`config.mk`:
```
export PLATFORM = sky130hd
export DESIGN_NAME = voxel_row_face_culler
export DESIGN_NICKNAME = d
export VERILOG_FILES = /design/src/rtl/core/vrfc_pkg.sv /design/src/rtl/core/vrfc_face_queue.sv /design/src/rtl/core/voxel_row_face_culler.sv
export SDC_FILE = /design/constraint.sdc
export NUM_CORES = 1
export LEC_CHECK = 0
export ABC_CLOCK_PERIOD_IN_PS = 6800
export BUFFER_PORTS_ARGS = -buffer_cell sky130_fd_sc_hd__clkbuf_2
export CAP_MARGIN = 20
export CORE_MARGIN = 2
export CORE_UTILIZATION = 30
export DETAILED_ROUTE_END_ITERATION = 8
export PLACE_DENSITY_LB_ADDON = 0.25
export SKIP_LAST_GASP = 1
export SLEW_MARGIN = 20
export SYNTH_ARGS = -nofsm -noshare
export SYNTH_HDL_FRONTEND = slang
export SYNTH_HIERARCHICAL = 1
export SYNTH_SLANG_ARGS = --single-unit
```
`constraint.sdc`:
```
create_clock -name clock -period 6.8 [get_ports clock]
set_clock_uncertainty 0.05 [all_clocks]
set_input_delay 1.36 -clock clock [delete_from_list [all_inputs] [get_ports clock]]
set_output_delay 1.36 -clock clock [all_outputs]
set_load 0.02 [all_outputs]
```
`src/rtl/core/vrfc_pkg.sv`:
```
// Shared types and constants for the voxel row face culler.
// Used by the face output queue and the top level; no dependencies.
package vrfc_pkg;

   localparam int COL_W       = 5;
   localparam int MAT_W       = 16;
   localparam int COORD_W     = 16;
   localparam int FACE_W      = 3;
   localparam int KIND_W      = 2;
   localparam int NB_W        = 2;
   localparam int NUM_NB      = 4;
   localparam int CNT_W       = 6;
   localparam int MAX_RESULTS = 34;
   localparam int REQ_TDATA_W = 64;
   localparam int RSP_TDATA_W = 64;

   // input item kinds
   localparam logic [KIND_W-1:0] KIND_ROW_START = 2'd0;
   localparam logic [KIND_W-1:0] KIND_NB_SEG    = 2'd1;
   localparam logic [KIND_W-1:0] KIND_CENTRE    = 2'd2;

   // face codes
   localparam logic [FACE_W-1:0] FACE_LEFT  = 3'd0;
   localparam logic [FACE_W-1:0] FACE_RIGHT = 3'd1;
   localparam logic [FACE_W-1:0] FACE_TOP   = 3'd2;

   typedef struct packed {
      logic [FACE_W-1:0]  face;
      logic [COL_W-1:0]   col;
      logic [COL_W-1:0]   width;
      logic [COORD_W-1:0] coord_y;
      logic [COORD_W-1:0] coord_z;
      logic [MAT_W-1:0]   mat;
   } face_type;

   typedef struct packed {
      logic push;
      logic flush;
   } qctl_type;

endpackage

```
`src/rtl/core/vrfc_face_queue.sv`:
```
// Face output queue: one pending face plus the output register.
// The pending face is held back so the final face of an item can be tagged last.
// Depends on vrfc_pkg.
module vrfc_face_queue
   import vrfc_pkg::*;
(
   input  logic                   clock,
   input  logic                   reset,
   input  qctl_type               ctl,
   input  face_type               face,
   output logic                   q_ready,
   output logic                   rsp_tvalid,
   input  logic                   rsp_tready,
   // face, column_start, face_width, coord_y, coord_z, face_material, zero fill
   output logic [RSP_TDATA_W-1:0] rsp_tdata,
   output logic                   rsp_tlast
);

   logic     pend_vld_ff, pend_vld_in;
   face_type pend_ff, pend_in;
   logic     out_vld_ff, out_vld_in;
   face_type out_ff, out_in;
   logic     out_last_ff, out_last_in;

   assign q_ready = !out_vld_ff || rsp_tready;

   always_comb begin
      pend_vld_in = pend_vld_ff;
      pend_in     = pend_ff;
      out_vld_in  = out_vld_ff && !rsp_tready;
      out_in      = out_ff;
      out_last_in = out_last_ff;
      if (ctl.push && q_ready) begin
         if (pend_vld_ff) begin
            out_vld_in  = 1'b1;
            out_in      = pend_ff;
            out_last_in = 1'b0;
         end
         pend_in     = face;
         pend_vld_in = 1'b1;
      end else if (ctl.flush && q_ready && pend_vld_ff) begin
         out_vld_in  = 1'b1;
         out_in      = pend_ff;
         out_last_in = 1'b1;
         pend_vld_in = 1'b0;
      end
   end

   always_ff @(posedge clock) begin
      if (reset) begin
         pend_vld_ff <= 1'b0;
         out_vld_ff  <= 1'b0;
      end else begin
         pend_vld_ff <= pend_vld_in;
         out_vld_ff  <= out_vld_in;
      end
   end

   always_ff @(posedge clock) begin
      pend_ff     <= pend_in;
      out_ff      <= out_in;
      out_last_ff <= out_last_in;
   end

   assign rsp_tvalid = out_vld_ff;
   assign rsp_tlast  = out_last_ff;
   assign rsp_tdata  = {3'b000, out_ff.mat, out_ff.coord_z, out_ff.coord_y,
                        out_ff.width, out_ff.col, out_ff.face};

`ifndef SYNTHESIS
   a_no_push_flush: assert property (@(posedge clock) disable iff (reset)
      !(ctl.push && ctl.flush))
      else $error("push and flush together");

   a_flush_marks_last: assert property (@(posedge clock) disable iff (reset)
      ctl.flush && q_ready && pend_vld_ff |=> rsp_tvalid && rsp_tlast)
      else $error("flushed face not shown as last beat");

   a_push_keeps_pending: assert property (@(posedge clock) disable iff (reset)
      ctl.push && q_ready |=> pend_vld_ff)
      else $error("pushed face lost");
`endif

endmodule

```
`src/rtl/core/voxel_row_face_culler.sv`:
```
// Voxel row face culler top level: row state, neighbour air masks, column scan sequencer.
// Depends on vrfc_pkg and vrfc_face_queue.
//
// Usage: req_ carries one item per beat; req_tuser selects row start, neighbour segment
// or centre segment. A row start clears the four neighbour air masks and latches the
// row coordinates; neighbour segments fill the masks; centre segments produce faces.
// rsp_ carries one face per beat, rsp_tlast marking the final face of the item.
// Row start, neighbour segments and ignored items give no beats. An air centre segment
// gives at most one beat. For a solid centre segment, one column scanner walks the
// segment once per neighbour row (top, bottom, front, back), and a side or run face is
// queued as it is found. At most 34 beats per item. A face is held in the pending
// register so tlast can be set; the last beat of an item reaches rsp_ in the cycle
// req_tready rises again.
// req_tready is high only between items; the last beat of an item may still wait in the
// output register while the next item is taken. A stalled receiver stops the scanner.
// Reset (synchronous, active high) clears masks, row state and both channels.
module voxel_row_face_culler
   import vrfc_pkg::*;
#(
   parameter int ROW_WIDTH = 16
) (
   input  logic                   clock,
   input  logic                   reset,
   input  logic                   req_tvalid,
   output logic                   req_tready,
   // row_y, row_z, left_is_air, right_is_air, neighbour, run_length, material, zero fill
   input  logic [REQ_TDATA_W-1:0] req_tdata,
   // kind
   input  logic [KIND_W-1:0]      req_tuser,
   output logic                   rsp_tvalid,
   input  logic                   rsp_tready,
   // face, column_start, face_width, coord_y, coord_z, face_material, zero fill
   output logic [RSP_TDATA_W-1:0] rsp_tdata,
   output logic                   rsp_tlast
);

   localparam int IDX_W = (ROW_WIDTH > 1) ? $clog2(ROW_WIDTH) : 1;
   localparam logic [COL_W-1:0] RW_COL = COL_W'(ROW_WIDTH);

   localparam logic [2:0] S_IDLE  = 3'd0;
   localparam logic [2:0] S_RIGHT = 3'd1;
   localparam logic [2:0] S_LEFT  = 3'd2;
   localparam logic [2:0] S_SCAN  = 3'd3;
   localparam logic [2:0] S_FLUSH = 3'd4;

   // input fields
   logic [KIND_W-1:0]  in_kind;
   logic [COORD_W-1:0] in_row_y, in_row_z;
   logic               in_left_air, in_right_air;
   logic [NB_W-1:0]    in_nb;
   logic [COL_W-1:0]   in_run;
   logic [MAT_W-1:0]   in_mat;

   assign in_kind      = req_tuser;
   assign in_row_y     = req_tdata[15:0];
   assign in_row_z     = req_tdata[31:16];
   assign in_left_air  = req_tdata[32];
   assign in_right_air = req_tdata[33];
   assign in_nb        = req_tdata[35:34];
   assign in_run       = req_tdata[40:36];
   assign in_mat       = req_tdata[56:41];

   // row state
   logic [ROW_WIDTH-1:0] air_ff [NUM_NB];
   logic [ROW_WIDTH-1:0] air_in [NUM_NB];
   logic [COL_W-1:0]     fill_ff [NUM_NB];
   logic [COL_W-1:0]     fill_in [NUM_NB];
   logic [COL_W-1:0]     centre_pos_ff, centre_pos_in;
   logic                 in_air_ff, in_air_in;
   logic [MAT_W-1:0]     prev_mat_ff, prev_mat_in;
   logic [COORD_W-1:0]   coord_y_ff, coord_y_in;
   logic [COORD_W-1:0]   coord_z_ff, coord_z_in;
   logic                 right_air_ff, right_air_in;

   // sequencer
   logic [2:0]       state_ff, state_in;
   logic [COL_W-1:0] seg_start_ff, seg_start_in;
   logic [COL_W-1:0] seg_stop_ff, seg_stop_in;
   logic [MAT_W-1:0] face_mat_ff, face_mat_in;
   logic             do_right_ff, do_right_in;
   logic [COL_W-1:0] right_col_ff, right_col_in;
   logic             do_left_ff, do_left_in;
   logic             do_scan_ff, do_scan_in;
   logic [NB_W-1:0]  nb_ff, nb_in;
   logic [COL_W-1:0] col_ff, col_in;
   logic             open_ff, open_in;
   logic [COL_W-1:0] run_start_ff, run_start_in;
   logic [CNT_W-1:0] cnt_ff, cnt_in;

   logic             accept;
   logic [COL_W-1:0] span_start, span_stop;
   logic [COL_W:0]   span_sum;
   logic [ROW_WIDTH-1:0] span;
   logic             cur_bit;
   logic             cap_hit;
   qctl_type         qctl;
   face_type         qface;
   logic             q_ready;

   assign req_tready = (state_ff == S_IDLE);
   assign accept     = req_tvalid && req_tready;

   // one adder serves both neighbour fill and centre position
   assign span_start = (in_kind == KIND_NB_SEG) ? fill_ff[in_nb] : centre_pos_ff;
   assign span_sum   = {1'b0, span_start} + {1'b0, in_run};
   assign span_stop  = (span_sum > {1'b0, RW_COL}) ? RW_COL : span_sum[COL_W-1:0];

   always_comb begin
      for (int i = 0; i < ROW_WIDTH; i++) begin
         span[i] = (COL_W'(i) >= span_start) && (COL_W'(i) < span_stop);
      end
   end

   assign cur_bit = air_ff[nb_ff][col_ff[IDX_W-1:0]];
   assign cap_hit = (cnt_ff + 1'b1) == CNT_W'(MAX_RESULTS);

   always_comb begin
      air_in        = air_ff;
      fill_in       = fill_ff;
      centre_pos_in = centre_pos_ff;
      in_air_in     = in_air_ff;
      prev_mat_in   = prev_mat_ff;
      coord_y_in    = coord_y_ff;
      coord_z_in    = coord_z_ff;
      right_air_in  = right_air_ff;
      state_in      = state_ff;
      seg_start_in  = seg_start_ff;
      seg_stop_in   = seg_stop_ff;
      face_mat_in   = face_mat_ff;
      do_right_in   = do_right_ff;
      right_col_in  = right_col_ff;
      do_left_in    = do_left_ff;
      do_scan_in    = do_scan_ff;
      nb_in         = nb_ff;
      col_in        = col_ff;
      open_in       = open_ff;
      run_start_in  = run_start_ff;
      cnt_in        = cnt_ff;
      qctl          = '0;
      qface.face    = FACE_TOP + FACE_W'(nb_ff);
      qface.col     = run_start_ff;
      qface.width   = col_ff - run_start_ff;
      qface.coord_y = coord_y_ff;
      qface.coord_z = coord_z_ff;
      qface.mat     = face_mat_ff;

      unique case (state_ff)
         S_IDLE: begin
            if (accept) begin
               unique case (in_kind)
                  KIND_ROW_START: begin
                     for (int n = 0; n < NUM_NB; n++) begin
                        air_in[n]  = '0;
                        fill_in[n] = '0;
                     end
                     centre_pos_in = '0;
                     prev_mat_in   = '0;
                     coord_y_in    = in_row_y;
                     coord_z_in    = in_row_z;
                     in_air_in     = in_left_air;
                     right_air_in  = in_right_air;
                  end
                  KIND_NB_SEG: begin
                     if (span_start < RW_COL) begin
                        if (in_mat == '0) air_in[in_nb] = air_ff[in_nb] | span;
                        fill_in[in_nb] = span_stop;
                     end
                  end
                  KIND_CENTRE: begin
                     if (span_start < RW_COL) begin
                        centre_pos_in = span_stop;
                        seg_start_in  = span_start;
                        seg_stop_in   = span_stop;
                        nb_in         = '0;
                        col_in        = span_start;
                        open_in       = 1'b0;
                        cnt_in        = '0;
                        prev_mat_in   = in_mat;
                        state_in      = S_RIGHT;
                        if (in_mat == '0) begin
                           // solid-to-air boundary belongs to the previous segment
                           do_right_in  = !in_air_ff && (span_start != '0);
                           right_col_in = span_start;
                           face_mat_in  = prev_mat_ff;
                           do_left_in   = 1'b0;
                           do_scan_in   = 1'b0;
                           in_air_in    = 1'b1;
                        end else begin
                           do_right_in  = (span_stop == RW_COL) && right_air_ff;
                           right_col_in = RW_COL;
                           face_mat_in  = in_mat;
                           do_left_in   = in_air_ff;
                           do_scan_in   = 1'b1;
                           in_air_in    = 1'b0;
                        end
                     end
                  end
                  default: begin
                  end
               endcase
            end
         end
         S_RIGHT: begin
            qface.face  = FACE_RIGHT;
            qface.col   = right_col_ff;
            qface.width = COL_W'(1);
            if (!do_right_ff) begin
               state_in = S_LEFT;
            end else if (q_ready) begin
               qctl.push = 1'b1;
               cnt_in    = cnt_ff + 1'b1;
               state_in  = S_LEFT;
            end
         end
         S_LEFT: begin
            qface.face  = FACE_LEFT;
            qface.col   = seg_start_ff;
            qface.width = COL_W'(1);
            if (!do_left_ff) begin
               state_in = do_scan_ff ? S_SCAN : S_FLUSH;
            end else if (q_ready) begin
               qctl.push = 1'b1;
               cnt_in    = cnt_ff + 1'b1;
               state_in  = do_scan_ff ? S_SCAN : S_FLUSH;
            end
         end
         S_SCAN: begin
            if (q_ready) begin
               if (col_ff != seg_stop_ff) begin
                  col_in = col_ff + 1'b1;
                  if (cur_bit && !open_ff) begin
                     open_in      = 1'b1;
                     run_start_in = col_ff;
                  end else if (!cur_bit && open_ff) begin
                     qctl.push = 1'b1;
                     open_in   = 1'b0;
                     cnt_in    = cnt_ff + 1'b1;
                     if (cap_hit) state_in = S_FLUSH;
                  end
               end else begin
                  // segment end: close an open run, move to the next neighbour row
                  col_in  = seg_start_ff;
                  nb_in   = nb_ff + 1'b1;
                  open_in = 1'b0;
                  if (nb_ff == NB_W'(NUM_NB - 1)) state_in = S_FLUSH;
                  if (open_ff) begin
                     qctl.push = 1'b1;
                     cnt_in    = cnt_ff + 1'b1;
                     if (cap_hit) state_in = S_FLUSH;
                  end
               end
            end
         end
         S_FLUSH: begin
            if (q_ready) begin
               qctl.flush = 1'b1;
               state_in   = S_IDLE;
            end
         end
         default: begin
            state_in = S_IDLE;
         end
      endcase
   end

   always_ff @(posedge clock) begin
      if (reset) begin
         for (int n = 0; n < NUM_NB; n++) begin
            air_ff[n]  <= '0;
            fill_ff[n] <= '0;
         end
         centre_pos_ff <= '0;
         in_air_ff     <= 1'b0;
         prev_mat_ff   <= '0;
         coord_y_ff    <= '0;
         coord_z_ff    <= '0;
         right_air_ff  <= 1'b0;
         state_ff      <= S_IDLE;
         cnt_ff        <= '0;
         open_ff       <= 1'b0;
         nb_ff         <= '0;
         col_ff        <= '0;
      end else begin
         air_ff        <= air_in;
         fill_ff       <= fill_in;
         centre_pos_ff <= centre_pos_in;
         in_air_ff     <= in_air_in;
         prev_mat_ff   <= prev_mat_in;
         coord_y_ff    <= coord_y_in;
         coord_z_ff    <= coord_z_in;
         right_air_ff  <= right_air_in;
         state_ff      <= state_in;
         cnt_ff        <= cnt_in;
         open_ff       <= open_in;
         nb_ff         <= nb_in;
         col_ff        <= col_in;
      end
   end

   always_ff @(posedge clock) begin
      seg_start_ff <= seg_start_in;
      seg_stop_ff  <= seg_stop_in;
      face_mat_ff  <= face_mat_in;
      do_right_ff  <= do_right_in;
      right_col_ff <= right_col_in;
      do_left_ff   <= do_left_in;
      do_scan_ff   <= do_scan_in;
      run_start_ff <= run_start_in;
   end

   vrfc_face_queue u_queue (
      .clock      (clock),
      .reset      (reset),
      .ctl        (qctl),
      .face       (qface),
      .q_ready    (q_ready),
      .rsp_tvalid (rsp_tvalid),
      .rsp_tready (rsp_tready),
      .rsp_tdata  (rsp_tdata),
      .rsp_tlast  (rsp_tlast)
   );

endmodule
```
==> results of run 1 <==
## registers in the layout (all words and copies together), names as in the netlist, 16 cells and up
signal / cells
air_ff: 64
u_queue/pend_ff: 61
u_queue/rsp_tdata: 61
fill_ff: 20
coord_y_ff: 16
coord_z_ff: 16
face_mat_ff: 16
prev_mat_ff: 16
## kinds of logic after synthesis
family,count (synthesis),synth area share (%)
flops,320,59.7
buf+inv,93,2.93
mux,52,7.54
compound gates,288,14.3
simple gates,377,13.1
xor+xnor,15,0.977
other cells,1,0.0279
fa+ha+maj,15,1.51
## power groups by stage
| stage | sequential (mW) | combinational, mW | clock [mW] |
|---|---|---|---|
| 2_1_floorplan | 2.58 | 0.581 | 0 |
| 5_1_grt | 2.52 | 1.04 | 2.23 |
| 3_3_place_gp | 2.53 | 0.940 | 0 |
| 4_1_cts | 2.50 | 0.954 | 2.15 |
| 6_report | 2.49 | 0.939 | 2.09 |
| 3_5_place_dp | 2.54 | 0.949 | 0 |
## layer usage
layer	vias up	part of all wire (%)	global-route usage, %	wire length, um
met5	-	0	0	0
met4	0	2.5	4.60	872
met3	53	5.8	2.79	1990
met2	271	46	23.3	15900
met1	4527	46	20.5	15700
li1	4499	-	-	-
## cell type report
type,count,area share [%]
timing repair buffer,147,4.93
tap,592,4.62
sequential,320,50.1
clock buffer,50,6.91
inverter,21,0.492
multi-input combinational,750,31.6
clock inverter,17,1.38
## path summary, 6_finish.rpt
| check | start | end | depth (start not counted) |
|---|---|---|---|
| min reg2reg | u_queue/pend_ff[47]$_DFFE_PP_ | u_queue/rsp_tdata[28]$_DFFE_PP_ | 0 |
| min | u_queue/pend_ff[47]$_DFFE_PP_ | u_queue/rsp_tdata[28]$_DFFE_PP_ | 0 |
| max | req_tdata[35] | air_ff[2]$_SDFFE_PP0P_ | 13 |
| max reg2reg | fill_ff[10]$_SDFFE_PP0P_ | air_ff[2]$_SDFFE_PP0P_ | 12 |
## placed cells by master, fill, tap and decap left out, types with 5 or more instances in the layout
master and count:
a211oi_1 5, a21o_1 27, a21oi_1 87, a22o_1 22, a22oi_1 49, a2bb2oi_1 5
and2_1 7, and3_1 5, buf_4 22, clkbuf_16 39, clkbuf_2 125, clkbuf_8 9
clkinv_2 8, dfxtp_1 157, edfxtp_1 162, ha_1 13, inv_1 19, mux2i_1 11
mux4_2 34, nand2_1 173, nand3_1 26, nand4_1 8, nor2_1 90, nor2_2 6
nor2b_1 9, nor3_1 8, nor3_2 6, o211ai_1 6, o21ai_0 49, xnor2_1 9
xor2_1 6
## through the flow
stage	cells	total power, mW
global placement	1830	3.47
global route	1897	5.79
detailed placement	1830	3.49
finish	1897	5.52
CTS	1897	5.60
floorplan	1163	3.16
==> results.cfg, run 1 <==
[grt]
grt_pass1_vias = 9204
grt_start_max_net_pins = 69
grt_util_all_layers_pct = 14.7
grt_first_pass_wirelength_um = 54100
antenna_found_initial = 0
grt.overflow.total = 0

[timing]
setup_ws_ns = 1.55
holdWs_ns = 0.360
slew_headroom_pct = 36.9
setup_violations = 0
fmax_mhz = 191
hold_viol = 0
worst_pin_slew_ns = 0.942
period_minus_slack_ns = 5.25
finalMaxSlewViolations = 0
rsz0062_at_grt = false
setup_tns_ns = 0
fin_crit_sh_pct = 77.1

[layout]
final_area_sq_mm = 0.0160
num-fill-cells = 4300
final_util_pct = 36.3
nNetsFinal = 1362
seqCellArea_sq_mm = 0.00803
multi_input_area_sq_mm = 0.00506
antenna_cells = 0
layout-drive-gt1-share_pct = 22.3
syn_to_final_growth_pct = 19.2

[clock_network]
cts_max_level = 2
cts_made_buffers = 37
clock_sinks = 320
cts_resized = 0
clkSlewWorstSetupHoldPaths_ns = 0.06
post_cts_buffers = 0
cts_root_buffer = clkbuf_16
cts_tree = built
postCtsHoldBufs = 0
clk_latency_ns = 0.54
clock_path_buffers = 3

[setup_path]
path_cells = clkbuf_2 -> mux4_1 -> mux2i_1 -> inv_1 -> ha_1 -> fa_1 -> a21o_1 -> a21oi_1 -> a21oi_2 -> nor3_2 -> o21ai_0 -> o21bai_2 -> a22o_1
cp.arrival_ns = 5.66
crit_type = input pin to flip-flop
worst_setup_path_end_kind = flip-flop
cpLargestDelayFamily = compound AO/OA/AOI/OAI gates
cp_max_fo = 15
cp_slowest_cell = nor3_2
reg2reg_slack_ns = 2.40
slowest_delay_ns = 0.68
critical_path_required_ns = 7.21
startpoint_type = input pin
path_buf_inv = 2

[power]
ir_drop_v = 0.000164
power_frac_comb_pct = 17.0
seqPwrFrac_pct = 45.1
p_switching_mw = 1.59
power_density_mw_per_mm2 = 344
switching_share_pct = 28.8
pwr-share-clk_pct = 37.8
p_int_mw = 3.93
p_leak_nw = 5.84

[placement]
place_area_sq_mm = 0.0147
port_buffers = 126
gp_congestion = 0.821
dp_hpwl_um = 23000
pre_cts_ws_ns = 1.03

[yosys]
synth_edf_count = 162
yosys.cell_count.top_type = nand2_1
synthDistinctLibCells = 78
yosys_register_bits = 320
syn_area_sq_mm = 0.0135
postSynthAreaPerCell_sq_um = 11.6
synth_commonest_cells = 173 x nand2_1, 162 x edfxtp_1, 158 x dfxtp_1
ys_seq_area_share_pct = 59.7
syn_inst = 1161
synth_top_area_cell = edfxtp_1
synth_flop_cell = edfxtp_1
ys_async_sr_fraction_pct = 0
synthTopCellsByArea = edfxtp_1 36%, dfxtp_1 24%, mux4_2 5.7%
synth_top_area_share_pct = 36.2
synth_warnings = 6

[min_path]
min_path_type = flip-flop to flip-flop

[detailed_routing]
wl_per_cell_um = 18.2
via_per_inst = 4.93
dr.pass1.iters = 5
ant_nets = 0
vias = 9350
drtIter0Drc = 739
wirelength_um = 34400
drc = 0

[floorplan]
die_w_um = 216
fp.dieArea_sq_mm = 0.0465
core_sq_mm = 0.0442
fp.dieH_um = 216
rows = 77
io_pins = 137
start_util_pct = 30.4

[flow_run]
maxCapViolations = 0

[status]
run_status = completed
Power figures use the tool's default switching activity.
==> run 2: changes to the inputs <==
- ABC_CLOCK_PERIOD_IN_PS: 6800 -> 5000
- clock period: 6.8 -> 5 ns (I/O delays scaled with it)
==> run 2 against run 1 <==
  * First-iteration DRC count is 19% lower
  * Utilization is 0.12 points higher
  * Final area is 0.34% higher
  * Combinational power is 38% higher
  * Setup slack worse by 0.83 ns
  * Critical path type unchanged
==> results.cfg, run 2 (synthesis gave the netlist of run 1 again) <==
[setup_path]
path_cells = clkbuf_2 -> buf_12 -> mux4_1 -> mux2i_1 -> inv_1 -> fa_1 -> a21o_1 -> and3_1 -> a21oi_2 -> nor3_2 -> buf_4 -> or4_1 -> a21oi_1 -> o21ai_0
crit_type = input pin to flip-flop
cp_slowest_cell = mux4_1
crit_end = air_ff[48]$_SDFFE_PP0P_
startpoint_type = input pin
reg2reg_depth = 13
slowest_delay_ns = 0.58
cp.arrival_ns = 4.66
reg2reg_from = fill_ff[10]$_SDFFE_PP0P_
reg2reg_slack_ns = 1.10
critPathLaunch = req_tdata[34]
worst-path-stages = 14
r2r_end = air_ff[48]$_SDFFE_PP0P_
cp_max_fo = 26
critical_path_required_ns = 5.38
worst_setup_path_end_kind = flip-flop
path_buf_inv = 4
cpLargestDelayFamily = compound AO/OA/AOI/OAI gates

[detailed_routing]
ant_nets = 0
drc = 0
wirelength_um = 34400
dr.pass1.iters = 7
via_per_inst = 4.99
wl_per_cell_um = 18.0
drtIter0Drc = 595
vias = 9548

[timing]
fmax_mhz = 234
finalMaxSlewViolations = 0
fin_crit_sh_pct = 85.6
worst_pin_slew_ns = 0.905
period_minus_slack_ns = 4.28
slew_headroom_pct = 39.6
rsz0062_at_grt = false
setup_tns_ns = 0
setup_ws_ns = 0.720
holdWs_ns = 0.365
setup_violations = 0
hold_viol = 0

[floorplan]
fp.dieArea_sq_mm = 0.0465
fp.dieH_um = 216
start_util_pct = 30.4
die_w_um = 216
rows = 77
io_pins = 137
core_sq_mm = 0.0442

[grt]
grt.overflow.total = 0
grt_start_max_net_pins = 63
gr-usage-met1_pct = 20.4
grt_pass1_vias = 9134
grt_util_all_layers_pct = 14.7
top_usage_layer = met2
antenna_found_initial = 0
grt_first_pass_wirelength_um = 53500
grtUsageMet3_pct = 2.58
grt_util_met2_pct = 23.2

[clock_network]
cts_max_level = 2
post_cts_buffers = 0
cts_tree = built
clkSlewWorstSetupHoldPaths_ns = 0.06
cts_root_buffer = clkbuf_16
cts_resized = 0
cts_made_buffers = 37
clock_sinks = 320
postCtsHoldBufs = 0
clock_path_buffers = 3
clk_latency_ns = 0.56

[power]
fin_total_pwr_mw = 7.34
p_leak_nw = 5.86
power_density_mw_per_mm2 = 456
ir_drop_v = 0.000267

[layout]
final_area_sq_mm = 0.0161
final_util_pct = 36.4
fin_cells = 1914
top_register = air_ff
antenna_cells = 0
largest_reg_flops = 64
mostFrequentLayoutCells = 173 x nand2_1, 162 x edfxtp_1, 158 x dfxtp_1
layout_commonest_cell = nand2_1
syn_to_final_growth_pct = 19.6
layout-drive-gt1-share_pct = 22.3
nNetsFinal = 1379

[placement]
numPlacedInstances = 1847
port_buffers = 126
gp_congestion = 0.852
place_area_sq_mm = 0.0149
dp_hpwl_um = 23500
pre_cts_ws_ns = 0.138

[min_path]
min_path_type = flip-flop to flip-flop

[flow_run]
maxCapViolations = 0

[status]
run_status = completed
## run 2: power breakdown
group	leakage, nW	switching, mW	total (mW)	internal, mW
clock	0.579	1.10	2.65	1.55
combinational	2.50	0.920	1.30	0.380
sequential	2.78	0.131	3.39	3.26
total	5.86	2.16	7.34	5.18
## run 2: cell type report
type                            instances  area, sq um
Inverter                               21         78.8
Tap cell                              592          741
Multi-Input combinational cell        750         5070
Fill cell                            4332        28100
Clock inverter                         16          181
Sequential cell                       320         8030
Clock buffer                           51         1020
Timing Repair Buffer                  164          968
## run 2: worst min-delay path by stage
stage | from | endpoint | slack (ns) | depth (start not counted)
after floorplan | face_mat_ff[0]$_DFFE_PP_ | u_queue/pend_ff[0]$_DFFE_PP_ | 0.35 | 0
after global placement | u_queue/pend_ff[39]$_DFFE_PP_ | u_queue/rsp_tdata[20]$_DFFE_PP_ | 0.35 | 0
after detailed placement | face_mat_ff[2]$_DFFE_PP_ | u_queue/pend_ff[2]$_DFFE_PP_ | 0.35 | 0
after CTS | u_queue/pend_ff[1]$_DFFE_PP_ | u_queue/rsp_tdata[46]$_DFFE_PP_ | 0.37 | 0
after global routing | face_mat_ff[13]$_DFFE_PP_ | u_queue/pend_ff[13]$_DFFE_PP_ | 0.37 | 0
final | u_queue/pend_ff[52]$_DFFE_PP_ | u_queue/rsp_tdata[12]$_DFFE_PP_ | 0.36 | 0
## run 2: layer usage
| layer | routed length (um) | vias to the layer above |
|---|---|---|
| met4 | 869 | 0 |
| met3 | 1840 | 57 |
| met1 | 15700 | 4639 |
| met2 | 15900 | 303 |
| li1 | - | 4549 |
| met5 | 0 | - |
